--- config.mk ---
export PLATFORM = sky130hd
export DESIGN_NAME = command_line_field_tokenizer_core
export DESIGN_NICKNAME = d
export VERILOG_FILES = /design/src/rtl/clft_pkg.sv /design/src/rtl/clft_step.sv /design/src/rtl/command_line_field_tokenizer_core.sv
export SDC_FILE = /design/constraint.sdc
export NUM_CORES = 1
export LEC_CHECK = 0
export ABC_AREA = 1
export BUFFER_PORTS_ARGS = -buffer_cell sky130_fd_sc_hd__buf_2
export CAP_MARGIN = 20
export CORE_UTILIZATION = 60
export DETAILED_ROUTE_END_ITERATION = 16
export GPL_TIMING_DRIVEN = 0
export PLACE_DENSITY = 0.81
export SLEW_MARGIN = 20
export SYNTH_ARGS = -nofsm -noshare
export SYNTH_HDL_FRONTEND = slang
export SYNTH_SLANG_ARGS = --single-unit
export TNS_END_PERCENT = 50
--- constraint.sdc ---
create_clock -name clk -period 4.3 [get_ports clk]
set_clock_uncertainty 0.1 [all_clocks]
set_input_delay 0.215 -clock clk [delete_from_list [all_inputs] [get_ports clk]]
set_output_delay 0.215 -clock clk [all_outputs]
set_load 0.03 [all_outputs]
--- src/rtl/clft_pkg.sv ---
// ----------------------------------------------------------------------------
// clft_pkg: shared types and constants of the command line field tokenizer
// Character class bounds, field limits, state and result records.
// ----------------------------------------------------------------------------
package clft_pkg;

  localparam int MAX_FIELD_SLOTS = 6;
  localparam int LINE_MAX        = 128;

  localparam int IDX_W = $clog2(MAX_FIELD_SLOTS + 1);
  localparam int POS_W = $clog2(LINE_MAX);
  localparam int VAL_W = 32;

  localparam logic [IDX_W-1:0] FIELD_LIMIT = IDX_W'(MAX_FIELD_SLOTS);
  localparam logic [POS_W-1:0] POS_LAST    = POS_W'(LINE_MAX - 1);

  // exclusive bounds of the ASCII digit and letter ranges
  localparam logic [7:0] DIGIT_LO = 8'd47;
  localparam logic [7:0] DIGIT_HI = 8'd58;
  localparam logic [7:0] UPPER_LO = 8'd64;
  localparam logic [7:0] UPPER_HI = 8'd91;
  localparam logic [7:0] LOWER_LO = 8'd96;
  localparam logic [7:0] LOWER_HI = 8'd123;
  localparam logic [7:0] CHAR_EOL = 8'd0;

  // field type codes
  localparam logic TYPE_NUMERIC = 1'b0;
  localparam logic TYPE_ALPHA   = 1'b1;

  typedef struct packed {
    logic             after_delim;
    logic [IDX_W-1:0] fields_rec;
    logic [POS_W-1:0] char_pos;
    logic             in_field;
    logic             cur_numeric;
    logic [VAL_W-1:0] value_acc;
    logic             value_inv;
  } clft_state_t;

  typedef struct packed {
    logic [7:0]       out_char;
    logic             field_start;
    logic             start_type;
    logic [IDX_W-1:0] start_index;
    logic [POS_W-1:0] start_position;
    logic             field_end;
    logic [IDX_W-1:0] end_index;
    logic [VAL_W-1:0] end_value;
    logic             line_done;
    logic [IDX_W-1:0] field_count;
  } clft_result_t;

  localparam clft_state_t STATE_RESET = '{
    after_delim: 1'b1,
    fields_rec:  '0,
    char_pos:    '0,
    in_field:    1'b0,
    cur_numeric: 1'b0,
    value_acc:   '0,
    value_inv:   1'b0
  };

endpackage

--- src/rtl/clft_step.sv ---
// ----------------------------------------------------------------------------
// clft_step: per-character tokenizer logic
// Classifies one character and computes the next line state and the result.
// ----------------------------------------------------------------------------
module clft_step import clft_pkg::*; (
  input  logic [7:0]   ch,
  input  clft_state_t  st,
  output clft_state_t  st_nxt,
  output clft_result_t res
);

  logic             is_digit;
  logic             is_letter;
  logic             in_field_w;
  logic             numeric_w;
  logic             invalid_w;
  logic [VAL_W-1:0] acc_w;
  logic             done;
  clft_state_t      adv;

  // classify the character
  assign is_digit  = (ch > DIGIT_LO) && (ch < DIGIT_HI);
  assign is_letter = ((ch > UPPER_LO) && (ch < UPPER_HI)) ||
                     ((ch > LOWER_LO) && (ch < LOWER_HI));

  always_comb begin
    adv        = st;
    res        = '0;
    done       = 1'b0;
    in_field_w = st.in_field;
    numeric_w  = st.cur_numeric;
    invalid_w  = st.value_inv;
    acc_w      = st.value_acc;

    if (!(is_digit || is_letter)) begin
      // delimiter or end of line: close a recorded field
      if (st.in_field) begin
        res.field_end = 1'b1;
        res.end_index = st.fields_rec - IDX_W'(1);
        res.end_value = (st.cur_numeric && !st.value_inv) ? st.value_acc : '0;
      end
      adv.in_field    = 1'b0;
      adv.after_delim = 1'b1;
      done            = (ch == CHAR_EOL);
    end else begin
      res.out_char = ch;
      // open a field on the first field character after a delimiter
      if (st.after_delim) begin
        adv.after_delim = 1'b0;
        in_field_w      = 1'b0;
        if (st.fields_rec < FIELD_LIMIT) begin
          res.field_start    = 1'b1;
          res.start_type     = is_digit ? TYPE_NUMERIC : TYPE_ALPHA;
          res.start_index    = st.fields_rec;
          res.start_position = st.char_pos;
          adv.fields_rec     = st.fields_rec + IDX_W'(1);
          in_field_w         = 1'b1;
          numeric_w          = is_digit;
          acc_w              = '0;
          invalid_w          = 1'b0;
        end
      end
      // accumulate decimal value: acc * 10 + digit, wrapping
      if (in_field_w && numeric_w) begin
        if (is_digit) begin
          acc_w = (acc_w << 3) + (acc_w << 1) + {{(VAL_W-4){1'b0}}, ch[3:0]};
        end else begin
          invalid_w = 1'b1;
        end
      end
      adv.in_field    = in_field_w;
      adv.cur_numeric = numeric_w;
      adv.value_inv   = invalid_w;
      adv.value_acc   = acc_w;
    end

    res.line_done   = done;
    res.field_count = adv.fields_rec;

    // reset at end of line, else advance the saturating position
    if (done) begin
      st_nxt = STATE_RESET;
    end else begin
      st_nxt = adv;
      if (st.char_pos < POS_LAST) begin
        st_nxt.char_pos = st.char_pos + POS_W'(1);
      end
    end
  end

endmodule

--- src/rtl/command_line_field_tokenizer_core.sv ---
// ----------------------------------------------------------------------------
// command_line_field_tokenizer_core: streaming command line tokenizer
// Splits a character stream into numeric and alpha fields, one beat per char.
// ----------------------------------------------------------------------------
// Takes one character per beat and returns exactly one registered result beat
// for it. A new character can be taken every cycle while results drain: the
// tokenizer state and a single result register are updated in the cycle of
// acceptance, and in_ready stays high while the result register is empty or
// being drained by out_ready in the same cycle. A zero character ends the
// line, reports the field count and returns the line state to reset.
module command_line_field_tokenizer_core import clft_pkg::*; (
  input  logic             clk,
  input  logic             rst_n,
  input  logic             in_valid,
  output logic             in_ready,
  input  logic [7:0]       in_ch,
  output logic             out_valid,
  input  logic             out_ready,
  output logic [7:0]       out_char,
  output logic             out_field_start,
  output logic             out_start_type,
  output logic [IDX_W-1:0] out_start_index,
  output logic [POS_W-1:0] out_start_position,
  output logic             out_field_end,
  output logic [IDX_W-1:0] out_end_index,
  output logic [VAL_W-1:0] out_end_value,
  output logic             out_line_done,
  output logic [IDX_W-1:0] out_field_count
);

  clft_state_t  st_r;
  clft_state_t  st_nxt;
  clft_result_t res_nxt;
  clft_result_t res_r;
  logic         out_valid_r;
  logic         in_beat;

  assign in_ready = !out_valid_r || out_ready;
  assign in_beat  = in_valid && in_ready;

  // per-character logic
  clft_step u_step (
    .ch     (in_ch),
    .st     (st_r),
    .st_nxt (st_nxt),
    .res    (res_nxt)
  );

  // hold line state; advance on each accepted beat
  always_ff @(posedge clk) begin
    if (!rst_n) begin
      st_r <= STATE_RESET;
    end else if (in_beat) begin
      st_r <= st_nxt;
    end
  end

  // result register valid flag
  always_ff @(posedge clk) begin
    if (!rst_n) begin
      out_valid_r <= 1'b0;
    end else if (in_beat) begin
      out_valid_r <= 1'b1;
    end else if (out_ready) begin
      out_valid_r <= 1'b0;
    end
  end

  // result payload
  always_ff @(posedge clk) begin
    if (in_beat) begin
      res_r <= res_nxt;
    end
  end

  assign out_valid          = out_valid_r;
  assign out_char           = res_r.out_char;
  assign out_field_start    = res_r.field_start;
  assign out_start_type     = res_r.start_type;
  assign out_start_index    = res_r.start_index;
  assign out_start_position = res_r.start_position;
  assign out_field_end      = res_r.field_end;
  assign out_end_index      = res_r.end_index;
  assign out_end_value      = res_r.end_value;
  assign out_line_done      = res_r.line_done;
  assign out_field_count    = res_r.field_count;

`ifndef ASSERT_OFF
  // an opened field is counted in the reported total
  a_start_counted: assert property (@(posedge clk) disable iff (!rst_n)
    out_valid && out_field_start |-> out_start_index < out_field_count)
    else $error("opened field index not below field count");

  // a closed field was recorded earlier in the line
  a_end_counted: assert property (@(posedge clk) disable iff (!rst_n)
    out_valid && out_field_end |-> out_end_index < out_field_count)
    else $error("closed field index not below field count");

  // end of line carries a zero character and opens nothing
  a_done_clean: assert property (@(posedge clk) disable iff (!rst_n)
    out_valid && out_line_done |-> out_char == 8'd0 && !out_field_start)
    else $error("line end beat carries a character or a field start");

  // end of line clears the field count and position
  a_eol_reset: assert property (@(posedge clk) disable iff (!rst_n)
    in_beat && in_ch == CHAR_EOL |=> st_r.fields_rec == '0 && st_r.char_pos == '0)
    else $error("line state not cleared after end of line");
`endif

endmodule

# [Word level (Yosys, flattened, before mapping)]
# Cells that the tools add are included.
[totals] ram_bits=0 output_inout_bits=62 memories=0 regBits=107 latchBits=0 romBits=0
[op_classes] addsub=5 mux=30 magnitude_cmp=8 reduce_logical=21 multipliers=0 n_eq_ne=0 shifts=0 bitwise=2 div=0
[op_table] operator="2-to-1 mux 32 bit" count=6
[op_table] operator="2-to-1 mux 46 bit" count=1
[op_table] operator="2-to-1 mux 36 bit" count=1
[op_table] operator="2-to-1 mux 34 bit" count=1
[op_table] operator="adder 32 bit" count=1
[op_table] operator="adder 32 x 4 -> 32 bit" count=1
[op_table] operator="greater-than comparator 8 x 7 -> 1 bit (second input constant)" count=2
[op_table] operator="less-than comparator 8 x 7 -> 1 bit (second input constant)" count=2
[op_table] operator="2-to-1 mux 1 bit" count=16
[op_table] operator="2-to-1 mux 12 bit" count=1
[op_table] operator="2-to-1 mux 3 bit" count=3
[op_table] operator="greater-than comparator 8 x 6 -> 1 bit (second input constant)" count=1
[op_table] operator="logical NOT 8 bit" count=1
[op_table] operator="less-than comparator 8 x 6 -> 1 bit (second input constant)" count=1
[op_table] operator="adder 7 x 1 -> 7 bit (second input constant)" count=1
[op_table] operator="less-than comparator 7 bit (second input constant)" count=1
[op_table] operator="2-to-1 mux 7 bit" count=1
[op_table] operator="logical AND 1 bit" count=6
[op_table] operator="AND reduction 2 bit" count=3
[op_table] operator="nonzero test 2 bit" count=3
[op_table] operator="adder 3 x 1 -> 3 bit (second input constant)" count=1
[op_table] operator="logical OR 1 bit" count=3
[op_table] operator="less-than comparator 3 bit (second input constant)" count=1
[op_table] operator="AND reduction 3 bit" count=1
[op_table] operator="5 further kinds" count=7

# [Logic depth before layout (Yosys ltp)]
# Gate-level depths: netlist of the first run.
[depth] depth_word=11 mapped_depth=23

# [Hierarchy]
# Synthesis of the first run repeated with hierarchy kept, for this count alone.
[hier_totals] hier_cells=1253 hier_area_um2=8344.3
[modules_own_cells] mod="clft_step" instances=1 cells_per_inst=888 seq_area_each_um2=0.0 area_each_um2=4439.3
[modules_own_cells] mod="command_line_field_tokenizer_core" instances=1 cells_per_inst=365 seq_area_each_um2=2742.6 area_each_um2=3905.0

# [Worst setup path after synthesis of the first run]
# Ideal clock, no wire load.
[synth_timing] path_kind="register to register" from="register st_r[44] (netlist name)" to="register st_r[29] (netlist name)" slack_ns=0.924 arrival_time_ns=3.144 setup_ns=0.132 n_path_buf=2 required_ns=4.068 synth_period_minus_slack_ns=3.376 stages_incl_launch_ff=21 path_cell_list="dfxtp_1 > nand2_2 > nand2_4 > inv_2 > clkbuf_1 > clkbuf_1 > nor2_1 > fa_1 > fa_1 > nand2_1 > nand2_1 > nand3_1 > nand2_1 > a21oi_1 > inv_1 > nand2_1 > nand2_1 > nand2_1 > nand2_1 > o21ai_0 > a21oi_1"
[synth_via] elab_chain_len=10 word_cells_on_any_way=17
[synth_lines] item="from (decl)" line="command_line_field_tokenizer_core.sv:31" text="clft_state_t st_r;"
[synth_lines] item="from (signal assigned)" line="command_line_field_tokenizer_core.sv:54" text="st_r <= st_nxt;"
[synth_lines] item="less-than comparator 3 bit (*)" line="clft_step.sv:51" text="if (st.fields_rec < FIELD_LIMIT) begin"
[synth_lines] item="2-to-1 mux 32 bit" line="clft_step.sv:51"
[synth_lines] item="2-to-1 mux 32 bit" line="clft_step.sv:48" text="if (st.after_delim) begin"
[synth_lines] item="2-to-1 mux 32 bit" line="clft_step.sv:35" text="if (!(is_digit || is_letter)) begin"
[synth_lines] item="adder 32 bit" line="clft_step.sv:66" text="acc_w = (acc_w << 3) + (acc_w << 1) + {{(VAL_W-4){1'b0}}, ch[3:0]};"
[synth_lines] item="adder 32 x 4 -> 32 bit" line="clft_step.sv:66"
[synth_lines] item="2-to-1 mux 32 bit" line="clft_step.sv:65" text="if (is_digit) begin"
[synth_lines] item="2-to-1 mux 32 bit (*)" line="clft_step.sv:64" text="if (in_field_w && numeric_w) begin"
[synth_lines] item="2-to-1 mux 34 bit (*)" line="clft_step.sv:35"
[synth_lines] item="2-to-1 mux 46 bit (*)" line="clft_step.sv:81" text="if (done) begin"
# Mark *: on every way between the ends. The rest lies on a longest branch, timed or not. The select of a mux whose other input is x is not followed.
# A chain may end at the register's enable or synchronous reset.

# [Final worst setup path of the first run]
[layout_timing] from="register st_r[43] (netlist name)" to="register st_r[29] (netlist name)"
# The elaborated chain is that of the path after synthesis.

==> results.yml, run 1 <==
clock_network:
  tritoncts: "built"
  clock_sink_total: 107
  clock_latency_late_sink_ns: 0.35
  cts-hold-fix-buffers: 0
  ctsRootBufferMaster: "sky130_fd_sc_hd__clkbuf_16"
  post_cts_buffers: 0
  cts_inserted_buffers: 9
  cts_htree_levels: 3
  clock_tree.buffer_depth: 2
  cts.clk_slew.worst_paths_ns: 0.07
detailed_routing:
  first_iter_violations: 552
  dr.pass1.iters: 5
  final_wirelength_mm: 17.2
  drt-wirelength-per-cell_um: 15.0
  vias_per_cell: 5.51
  route.vias.total: 6312
  drc_errors: 0
  route.antenna.remaining_nets: 0
die:
  chipHeight_um: 110
  top_level_ports: 74
  dieWidth_um: 110
  start_util: 0.627
  fp.dieArea_mm2: 0.0120
  placementRows: 38
  fp.coreArea_mm2: 0.0111
layout:
  layout.filler_cells: 869
  num-nets-final: 1076
  area_of_all_placed_cells_without_fillers_mm2: 0.00782
  finish.utilization: 0.705
  area_of_the_multi_input_gates_mm2: 0.00361
  signed_area_change_from_the_synthesized_netlist_to_the_final_layout_pct: 12.6
  drive_gt1_frac: 0.127
  ff_latch_area_mm2: 0.00274
  diode_insertion_count_for_antenna_repair: 0
synthesis:
  ys_seq_area_frac: 0.395
  synth_area_in_xor_xnor: 0.0240
  synth_mux_area_frac: 0
  mean_instance_size_in_the_synthesized_netlist_um2: 7.56
  synthTopCellsByArea: "sky130_fd_sc_hd__edfxtp_1 (26%), sky130_fd_sc_hd__dfxtp_1 (14%), sky130_fd_sc_hd__nand2_1 (12%)"
  yosysWarnings: 0
  synth_ff_type: "sky130_fd_sc_hd__edfxtp_1"
  synth.net_count: 993
  yosys.cell_count.top_type: "sky130_fd_sc_hd__nand2_1"
  synthesis.area_mm2: 0.00694
  synth-compound-area-share: 0.115
  synth_top_family_by_area: "simple AND/OR/NAND/NOR gates"
  postSynth.asyncResetShare: 0
  synth_fa_ha_area_frac: 0.116
  syn-instance-count: 918
  synth_top_area_cell: "sky130_fd_sc_hd__edfxtp_1"
  synth_simple_gate_area_frac: 0.264
  synth_enable_flop_cells: 60
  synthDistinctLibCells: 40
  synth.ff_latch_count: 107
  synth_top_cell_area_share: 0.260
  synth_top_cells_by_count: "sky130_fd_sc_hd__nand2_1 (216), sky130_fd_sc_hd__nor2_1 (143), sky130_fd_sc_hd__inv_1 (121), sky130_fd_sc_hd__a21oi_1 (75), sky130_fd_sc_hd__ha_1 (61)"
worst_setup_path:
  crit_required_ns: 4.41
  cp-endpoint: "st_r[29]"
  timing.critical_path.to_type: "register"
  regToRegEndpoint: "st_r[29]"
  timing.reg2reg.worst_path_depth: 19
  crit_start: "st_r[43]"
  timing.rr.start: "st_r[43]"
  r2r_setup_slack_ns: 0.43
  setup.worst_path.start_class: "register"
  critPathMaxFanout: 12
  criticalPathCategory: "register to register"
  worst-endpoint-arrival_ns: 3.98
pwr:
  power.ir.vdd_worst_uv: 266
  powerDensity_mw_per_mm2: 284
  standby_leakage_power_nw: 3.47
  power_mw: 2.22
global_routing:
  grt.total_usage: 0.307
  grt_start_max_net_pins: 66
  first_pass_grt_wire_length_mm: 28.1
  antenna_found_initial: 0
  first_global_vias: 5847
  overflow: 0
timing:
  hold_violation_total_from_the_final_report: 0
  tns_setup_ns: 0
  timing_max_transition_violations_final: 0
  finalSetupViolCount: 0
  max_clock_freq_ghz: 0.259
  rsz_0062_raised_after_global_routing: "false"
  timing_worst_slew_pin_value_ns: 0.789
  fin_crit_ns: 3.87
  timing.slew.headroom: 0.474
  worst_slack_ns: 0.434
  post-route-period-util: 0.899
placement:
  rd_place_congestion: 0.950
  placement.cell_area_mm2: 0.00748
  buffers_on_ports: 73
  post-place-ws_ns: -0.00461
  detailed_place_hpwl_mm: 13.3
hold_path:
  class_of_the_worst_hold_path: "primary input to register"
status:
  status: "complete, no violations"
run:
  maxCapViolCount: 0
[logic make-up (layout without fill, tap and decap cells)]
logic type	after synthesis	after routing
AOI/OAI and AO/OA	141	141
adders and majority gates	63	63
DFF	107	107
buffers and inverters	147	235
xor gates and xnor gates	19	19
and+or+nand+nor	440	440
other	1	1
[registers in the layout (all words and copies together) (netlist names)]
| register | cells |
|---|---|
| out_valid | 1 |
| out_char | 8 |
| st_r | 46 |
| out_start_index | 3 |
| out_end_value | 32 |
| out_start_position | 7 |
| out_field_end | 1 |
| out_start_type | 1 |
| out_field_start | 1 |
| out_line_done | 1 |
| out_end_index | 3 |
| out_field_count | 3 |
[routing by layer]
layer | routed length [µm] | vias up | GRT usage
li1 | - | 3164 | -
met1 | 7630 | 2865 | 0.417
met2 | 7960 | 254 | 0.513
met3 | 1260 | 29 | 0.0314
met4 | 296 | 0 | 0.0962
met5 | 0 | - | 0
[report_power, final]
part / total [mW] / internal, mW / switching (mW)
registers: 1.13 / 1.12 / 0.0123
logic: 0.206 / 0.0479 / 0.158
clock network: 0.883 / 0.497 / 0.385
total: 2.22 / 1.66 / 0.556
[through the flow]
step                      hold slack [ns]  cells
final                             0.00845   1146
after global routing               0.0252   1146
after CTS                         0.00715   1147
after detailed placement            0.355   1131
after global placement              0.352   1131
after floorplan                     0.191    918
[placed cells by master (no fill, tap or decap), types with 6 or more instances in the layout]
cell type / n
sky130_fd_sc_hd__a21oi_1: 75
sky130_fd_sc_hd__buf_2: 83
sky130_fd_sc_hd__clkbuf_16: 10
sky130_fd_sc_hd__dfxtp_1: 47
sky130_fd_sc_hd__edfxtp_1: 60
sky130_fd_sc_hd__ha_1: 61
sky130_fd_sc_hd__inv_1: 120
sky130_fd_sc_hd__nand2_1: 216
sky130_fd_sc_hd__nand3_1: 45
sky130_fd_sc_hd__nand4_1: 6
sky130_fd_sc_hd__nor2_1: 142
sky130_fd_sc_hd__nor3_1: 9
sky130_fd_sc_hd__o211ai_1: 9
sky130_fd_sc_hd__o21a_1: 15
sky130_fd_sc_hd__o21ai_0: 26
sky130_fd_sc_hd__xnor2_1: 11
sky130_fd_sc_hd__xor2_1: 8
[critical path, cell delays in order (launching register included)]
cell	delay [ns]
sky130_fd_sc_hd__dfxtp_1	0.45
sky130_fd_sc_hd__nand2_2	0.10
sky130_fd_sc_hd__nand2_4	0.11
sky130_fd_sc_hd__inv_2	0.13
sky130_fd_sc_hd__clkbuf_2	0.24
sky130_fd_sc_hd__nor2_2	0.23
sky130_fd_sc_hd__fa_1	0.50
sky130_fd_sc_hd__fa_1	0.48
sky130_fd_sc_hd__nand2_1	0.09
sky130_fd_sc_hd__nand2_1	0.07
sky130_fd_sc_hd__nand3_1	0.10
sky130_fd_sc_hd__nand2_1	0.15
sky130_fd_sc_hd__a21oi_1	0.35
sky130_fd_sc_hd__inv_1	0.08
sky130_fd_sc_hd__nand2_1	0.07
sky130_fd_sc_hd__nand2_1	0.08
sky130_fd_sc_hd__nand2_1	0.11
sky130_fd_sc_hd__nand2_1	0.05
sky130_fd_sc_hd__o21ai_0	0.16
sky130_fd_sc_hd__a21oi_1	0.08
[cell type report]
type | instances | area share
repair buffers | 73 | 0.0467
flip-flops and latches | 107 | 0.351
clock inverters | 6 | 0.0101
multi-input cells | 664 | 0.461
well taps | 140 | 0.0224
clock buffers | 10 | 0.0320
inverters | 125 | 0.0610
plain buffers | 21 | 0.0154
[how the worst min path moves through the flow]
stage / depth (start not counted) / startpoint / endpoint / slack, ns
6_report: 2 / rst_n / st_r[45] / 0.008
5_1_grt: 2 / rst_n / st_r[45] / 0.03
4_1_cts: 2 / rst_n / st_r[45] / 0.007
3_5_place_dp: 2 / st_r[20] / st_r[20] / 0.36
3_3_place_gp: 2 / st_r[1] / st_r[1] / 0.35
2_1_floorplan: 1 / rst_n / st_r[45] / 0.19
[repair_timing]
action                     CTS  global route
setup endpoints to repair    1             4
gates resized for setup      1             3
cloned                       0             0
No activity file was read; power rests on OpenSTA's default activity.
==> run 2: changes to the inputs <==
--- a/config.mk
+++ b/config.mk
@@ -8,10 +8,10 @@
 export ABC_AREA = 1
 export BUFFER_PORTS_ARGS = -buffer_cell sky130_fd_sc_hd__buf_2
 export CAP_MARGIN = 20
-export CORE_UTILIZATION = 60
+export CORE_UTILIZATION = 54
 export DETAILED_ROUTE_END_ITERATION = 16
 export GPL_TIMING_DRIVEN = 0
-export PLACE_DENSITY = 0.81
+export PLACE_DENSITY = 0.77
 export SLEW_MARGIN = 20
 export SYNTH_ARGS = -nofsm -noshare
 export SYNTH_HDL_FRONTEND = slang
==> constraint.sdc (replaced) <==
create_clock -name clk -period 3.5 [get_ports clk]
set_clock_uncertainty 0.1 [all_clocks]
set_input_delay 0.175 -clock clk [delete_from_list [all_inputs] [get_ports clk]]
set_output_delay 0.175 -clock clk [all_outputs]
set_load 0.03 [all_outputs]
==> results.yml, run 2 (synthesis gave the netlist of run 1 again) <==
global_routing:
  first_pass_grt_wire_length_mm: 26.5
  groute.layer.met1.usage: 0.350
  global_route.usage.met3: 0.0248
  met2_usage: 0.422
  first_global_vias: 5446
  busiest_layer: "met2"
  grt.total_usage: 0.257
  overflow: 0
  grt_start_max_net_pins: 46
  antenna_found_initial: 0
pwr:
  power.ir.vdd_worst_uv: 218
  total_internal_power_mw: 2.06
  switching_share: 0.248
  pwr-share-seq: 0.505
  switch_pwr_mw: 0.680
  clock_power_share: 0.402
  standby_leakage_power_nw: 3.50
  power.share.combinational: 0.093
  powerDensity_mw_per_mm2: 345
timing:
  fin_worst_hold_slack_ns: 0.00160
  timing_max_transition_violations_final: 0
  fin_crit_ns: 3.35
  rsz_0062_raised_after_global_routing: "false"
  post-route-period-util: 0.956
  max_clock_freq_ghz: 0.299
  worst_slack_ns: 0.153
  tns_setup_ns: 0
  hold_violation_total_from_the_final_report: 0
  timing.slew.headroom: 0.598
  timing_worst_slew_pin_value_ns: 0.603
  finalSetupViolCount: 0
detailed_routing:
  vias_per_cell: 5.25
  route.antenna.remaining_nets: 0
  final_wirelength_mm: 16.5
  drc_errors: 0
  drt-wirelength-per-cell_um: 14.0
  dr.pass1.iters: 7
  first_iter_violations: 514
  route.vias.total: 6201
worst_setup_path:
  crit_required_ns: 3.62
  setup.worst_path.start_class: "register"
  r2r_setup_slack_ns: 0.15
  worst-endpoint-arrival_ns: 3.47
  crit_start: "st_r[44]"
  timing.rr.start: "st_r[44]"
  timing.critical_path.to_type: "register"
  regToRegEndpoint: "st_r[27]"
  critPathMaxFanout: 12
  cp-endpoint: "st_r[27]"
  timing.reg2reg.worst_path_depth: 20
  criticalPathCategory: "register to register"
layout:
  area_of_all_placed_cells_without_fillers_mm2: 0.00795
  final_common_cell: "sky130_fd_sc_hd__nand2_1"
  signed_area_change_from_the_synthesized_netlist_to_the_final_layout_pct: 14.5
  diode_insertion_count_for_antenna_repair: 0
  num-nets-final: 1079
  layout.cells.most_common_list: "sky130_fd_sc_hd__nand2_1 (215), sky130_fd_sc_hd__nor2_1 (140), sky130_fd_sc_hd__inv_1 (120)"
  drive_gt1_frac: 0.139
  finish.utilization: 0.632
  largest_reg_flops: 46
  registers.top_by_ff_count: "st_r"
die:
  top_level_ports: 74
  dieWidth_um: 115
  fp.coreArea_mm2: 0.0126
  start_util: 0.552
  placementRows: 41
  chipHeight_um: 115
  fp.dieArea_mm2: 0.0133
placement:
  rd_place_congestion: 0.946
  buffers_on_ports: 73
  placement.cell_area_mm2: 0.00754
  detailed_place_hpwl_mm: 12.9
  post-place-ws_ns: -0.845
hold_path:
  class_of_the_worst_hold_path: "primary input to register"
  holdCritStartpoint: "out_ready"
clock_network:
  cts_inserted_buffers: 9
  clock_sink_total: 107
  clock_tree.buffer_depth: 2
  cts.clk_slew.worst_paths_ns: 0.07
  tritoncts: "built"
  cts_htree_levels: 3
  clock_latency_late_sink_ns: 0.36
  ctsRootBufferMaster: "sky130_fd_sc_hd__clkbuf_16"
status:
  status: "complete, no violations"
run:
  maxCapViolCount: 0
## run 2: area by class of cell
cell class / instances / area, µm²
Fill cell: 1080 / 4620
Multi-Input combinational cell: 664 / 3640
Sequential cell: 107 / 2750
Inverter: 125 / 479
Timing Repair Buffer: 76 / 403
Clock buffer: 11 / 264
Tap cell: 172 / 215
Buffer: 21 / 131
Clock inverter: 5 / 63.8
## run 2: worst max-delay path, cell delays in order (launching register included)
cell and delay (ns):
sky130_fd_sc_hd__dfxtp_4 0.39, sky130_fd_sc_hd__nand2_2 0.07, sky130_fd_sc_hd__nand2_4 0.11, sky130_fd_sc_hd__inv_4 0.09, sky130_fd_sc_hd__buf_4 0.20, sky130_fd_sc_hd__nor2_2 0.15
sky130_fd_sc_hd__fa_2 0.50, sky130_fd_sc_hd__fa_2 0.42, sky130_fd_sc_hd__nand2_1 0.09, sky130_fd_sc_hd__nand2_1 0.10, sky130_fd_sc_hd__and2_2 0.22, sky130_fd_sc_hd__nand2_1 0.06
sky130_fd_sc_hd__nand2_1 0.08, sky130_fd_sc_hd__nand2_1 0.08, sky130_fd_sc_hd__nand2_1 0.11, sky130_fd_sc_hd__nand2_1 0.12, sky130_fd_sc_hd__nand2_1 0.06, sky130_fd_sc_hd__nand2_1 0.05
sky130_fd_sc_hd__nand3_1 0.08, sky130_fd_sc_hd__nand2_1 0.08, sky130_fd_sc_hd__a21oi_1 0.06
## run 2: power by group through the flow
stage	sequential (mW)	clock, mW	combinational [mW]
2_1_floorplan	1.49	0	0.0941
3_3_place_gp	1.41	0	0.245
3_5_place_dp	1.41	0	0.251
4_1_cts	1.38	1.09	0.254
5_1_grt	1.39	1.14	0.275
6_report	1.38	1.10	0.255
## run 2: how the worst min path moves through the flow
stage / to / slack (ns) / cells past startpoint
2_1_floorplan: st_r[45] / 0.15 / 1
3_3_place_gp: st_r[45] / 0.32 / 2
3_5_place_dp: st_r[45] / 0.32 / 2
4_1_cts: out_valid / 0.01 / 4
5_1_grt: out_valid / 0.05 / 4
6_report: out_valid / 0.002 / 4
## run 2: per-stage QoR
stage                     total power, mW  std cells
final                                2.74       1181
after global routing                 2.80       1181
after CTS                            2.73       1180
after detailed placement             1.66       1164
after global placement               1.66       1163
after floorplan                      1.59        918
## run 2: repair_timing
| item | 4_1_cts | 5_1_grt |
|---|---|---|
| hold endpoints to repair | 1 | 0 |
| hold buffers | 1 | 0 |
| buffers inserted | 0 | 1 |
| setup endpoints to repair | 26 | 6 |
| gates resized for setup | 13 | 10 |
| pin swaps | 0 | 1 |
## run 2: per-layer routing
metal  share of wire  up-vias
li1                -     3158
met1            0.48     2836
met2            0.45      178
met3           0.042       29
met4           0.024        0
met5               0        -
==> run 3: changes to the inputs <==
--- a/config.mk
+++ b/config.mk
@@ -5,13 +5,14 @@
 export SDC_FILE = /design/constraint.sdc
 export NUM_CORES = 1
 export LEC_CHECK = 0
-export ABC_AREA = 1
+export ABC_AREA = 0
 export BUFFER_PORTS_ARGS = -buffer_cell sky130_fd_sc_hd__buf_2
 export CAP_MARGIN = 20
-export CORE_UTILIZATION = 54
+export CORE_UTILIZATION = 50
 export DETAILED_ROUTE_END_ITERATION = 16
 export GPL_TIMING_DRIVEN = 0
-export PLACE_DENSITY = 0.77
+export PLACE_DENSITY = 0.73
+export REMOVE_ABC_BUFFERS = 1
 export SLEW_MARGIN = 20
 export SYNTH_ARGS = -nofsm -noshare
 export SYNTH_HDL_FRONTEND = slang
==> results.yml, run 3 <==
status:
  status: "complete, but fails checks"
  violations: "setup timing"
timing:
  finalSetupViolCount: 3
  timing_worst_slew_pin_value_ns: 0.880
  hold_violation_total_from_the_final_report: 0
  fin_crit_ns: 3.56
  timing.slew.headroom: 0.410
  rsz_0062_raised_after_global_routing: "true"
  post-route-period-util: 1.02
  max_clock_freq_ghz: 0.281
  timing_max_transition_violations_final: 0
  worst_slack_ns: -0.0568
layout:
  registers.top_by_ff_count: "st_r"
  final_common_cell: "sky130_fd_sc_hd__buf_2"
  ff_latch_area_mm2: 0.00275
  area_of_the_multi_input_gates_mm2: 0.00378
  drive_gt1_frac: 0.222
  num-nets-final: 796
  layout.cells.most_common_list: "sky130_fd_sc_hd__buf_2 (73), sky130_fd_sc_hd__and2_1 (71), sky130_fd_sc_hd__edfxtp_1 (60)"
  largest_reg_flops: 46
  signed_area_change_from_the_synthesized_netlist_to_the_final_layout_pct: 19.5
  diode_insertion_count_for_antenna_repair: 0
  finish.utilization: 0.625
  layout.filler_cells: 1023
clock_network:
  ctsRootBufferMaster: "sky130_fd_sc_hd__clkbuf_16"
  cts_htree_levels: 3
  cts_inserted_buffers: 9
  clock_tree.buffer_depth: 2
  clock_sink_total: 107
  tritoncts: "built"
  cts.clk_slew.worst_paths_ns: 0.07
  clock_latency_late_sink_ns: 0.37
global_routing:
  first_global_vias: 4941
  overflow: 0
  first_pass_grt_wire_length_mm: 24.6
  grt_start_max_net_pins: 51
  antenna_found_initial: 0
  grt.total_usage: 0.239
synthesis:
  synth_top_cells_by_count: "sky130_fd_sc_hd__and2_1 (75), sky130_fd_sc_hd__ha_1 (61), sky130_fd_sc_hd__edfxtp_1 (60), sky130_fd_sc_hd__dfxtp_1 (47), sky130_fd_sc_hd__a21oi_1 (42)"
  synth_enable_flop_cells: 60
  synthTopCellsByArea: "sky130_fd_sc_hd__edfxtp_1 (28%), sky130_fd_sc_hd__dfxtp_1 (15%), sky130_fd_sc_hd__ha_1 (12%)"
  mean_instance_size_in_the_synthesized_netlist_um2: 9.88
  ys_seq_area_frac: 0.430
  synthDistinctLibCells: 55
  syn-instance-count: 646
  yosys.cell_count.top_type: "sky130_fd_sc_hd__and2_1"
  synth.ff_latch_count: 107
  yosysWarnings: 0
  synth_top_area_cell: "sky130_fd_sc_hd__edfxtp_1"
  synth_ff_type: "sky130_fd_sc_hd__edfxtp_1"
  synth_top_cell_area_share: 0.282
  postSynth.asyncResetShare: 0
  synthesis.area_mm2: 0.00638
die:
  dieWidth_um: 115
  fp.dieArea_mm2: 0.0132
  start_util: 0.523
  fp.coreArea_mm2: 0.0122
  chipHeight_um: 115
  top_level_ports: 74
  placementRows: 40
hold_path:
  whs_path_depth: 3
  class_of_the_worst_hold_path: "primary input to register"
run:
  maxCapViolCount: 0
pwr:
  total_internal_power_mw: 1.99
  switching_share: 0.252
  standby_leakage_power_nw: 3.33
  clock_power_share: 0.395
  switch_pwr_mw: 0.671
  power.ir.vdd_worst_uv: 204
  power_mw: 2.66
  power.share.combinational: 0.087
  powerDensity_mw_per_mm2: 349
  pwr-share-seq: 0.519
detailed_routing:
  drc_errors: 0
  final_wirelength_mm: 15.1
  first_iter_violations: 352
  dr.pass1.iters: 7
  drt-wirelength-per-cell_um: 16.9
  vias_per_cell: 5.71
  route.vias.total: 5105
  route.antenna.remaining_nets: 0
worst_setup_path:
  timing.critical_path.to_type: "register"
  criticalPathCategory: "register to register"
  worst-endpoint-arrival_ns: 3.70
  timing.reg2reg.worst_path_depth: 14
  crit_required_ns: 3.65
  critPathMaxFanout: 7
  setup.worst_path.start_class: "register"
  r2r_setup_slack_ns: -0.06
placement:
  detailed_place_hpwl_mm: 10.1
  rd_place_congestion: 0.881
  buffers_on_ports: 73
  post-place-ws_ns: -1.33
run 3: cell count changes after synthesis, sizes merged, moves of 19 or more:
cell,previous run,this run
nor2,148,30
and2,2,75
nand3,45,22
nand2,224,40
a21oi,75,42
inv,125,14
a22oi,0,19
nor2b,0,24
run 3: logic make-up after synthesis:
kind of cell / after synthesis / synth area share
other cells: 1 / 0.000588
compound gates: 160 / 0.162
xor+xnor: 31 / 0.0425
flops: 107 / 0.430
buf+inv: 42 / 0.0282
fa+ha+maj: 63 / 0.126
simple gates: 241 / 0.209
mux: 1 / 0.00176
run 3: cell type report:
class	count	share of cell area
clock buffer	10	0.0300
multi-input combinational	499	0.496
clock inverter	6	0.00935
sequential	107	0.361
tap	168	0.0276
timing repair buffer	90	0.0687
inverter	14	0.00722
run 3: per-layer routing:
layer  wire length [µm]  vias to the layer above  global-route usage
li1                   -                     2505                   -
met1               6910                     2436               0.313
met2               7350                      143               0.404
met3                591                       21              0.0269
met4                292                        0              0.0952
met5                  0                        -                   0
run 3: per-stage QoR:
step	setup TNS, ns	instance area, µm²	hold slack [ns]	cells
6_report	-0.120	7630	0.0411	894
2_1_floorplan	-6.45	6250	0.151	618
3_5_place_dp	-17.64	6880	0.349	862
5_1_grt	-1.29	7630	0.0623	894
3_3_place_gp	-58.85	6830	0.337	859
4_1_cts	-0.0804	7450	0.0406	890
run 3: repair_timing:
action	4_1_cts	5_1_grt
setup endpoints to repair	25	14
hold buffers	1	0
gates resized for setup	36	27
cloned	2	0
endpoints found under the hold margin	1	0
pin swaps	15	12
setup buffers	9	4
run 3: worst max-delay path, stage by stage, from the launching register on:
cell                       delay (ns)
sky130_fd_sc_hd__dfxtp_4         0.37
sky130_fd_sc_hd__nand2_8         0.10
sky130_fd_sc_hd__nand2_8         0.07
sky130_fd_sc_hd__and2_4          0.17
sky130_fd_sc_hd__fa_2            0.48
sky130_fd_sc_hd__fa_2            0.38
sky130_fd_sc_hd__a21o_1          0.19
sky130_fd_sc_hd__a311o_1         0.27
sky130_fd_sc_hd__a211o_1         0.32
sky130_fd_sc_hd__buf_4           0.16
sky130_fd_sc_hd__o211a_4         0.24
sky130_fd_sc_hd__o21ai_4         0.19
sky130_fd_sc_hd__nor4_1          0.08
sky130_fd_sc_hd__a41oi_1         0.22
sky130_fd_sc_hd__a21boi_1        0.10
run 3: path summary, 6_finish.rpt:
kind,from,to
worst max-delay path,st_r[43],st_r[31]
worst min-delay path,out_ready,out_valid
worst min register to register,st_r[21],st_r[21]
worst max register to register,st_r[43],st_r[31]
run 3: power by group through the flow:
| stage | Clock (mW) | Sequential [mW] | Combinational [mW] |
|---|---|---|---|
| global route | 1.10 | 1.38 | 0.248 |
| finish | 1.05 | 1.38 | 0.231 |
| CTS | 1.06 | 1.38 | 0.231 |
| detailed placement | 0 | 1.41 | 0.223 |
| floorplan | 0 | 1.49 | 0.0654 |
| global placement | 0 | 1.41 | 0.213 |
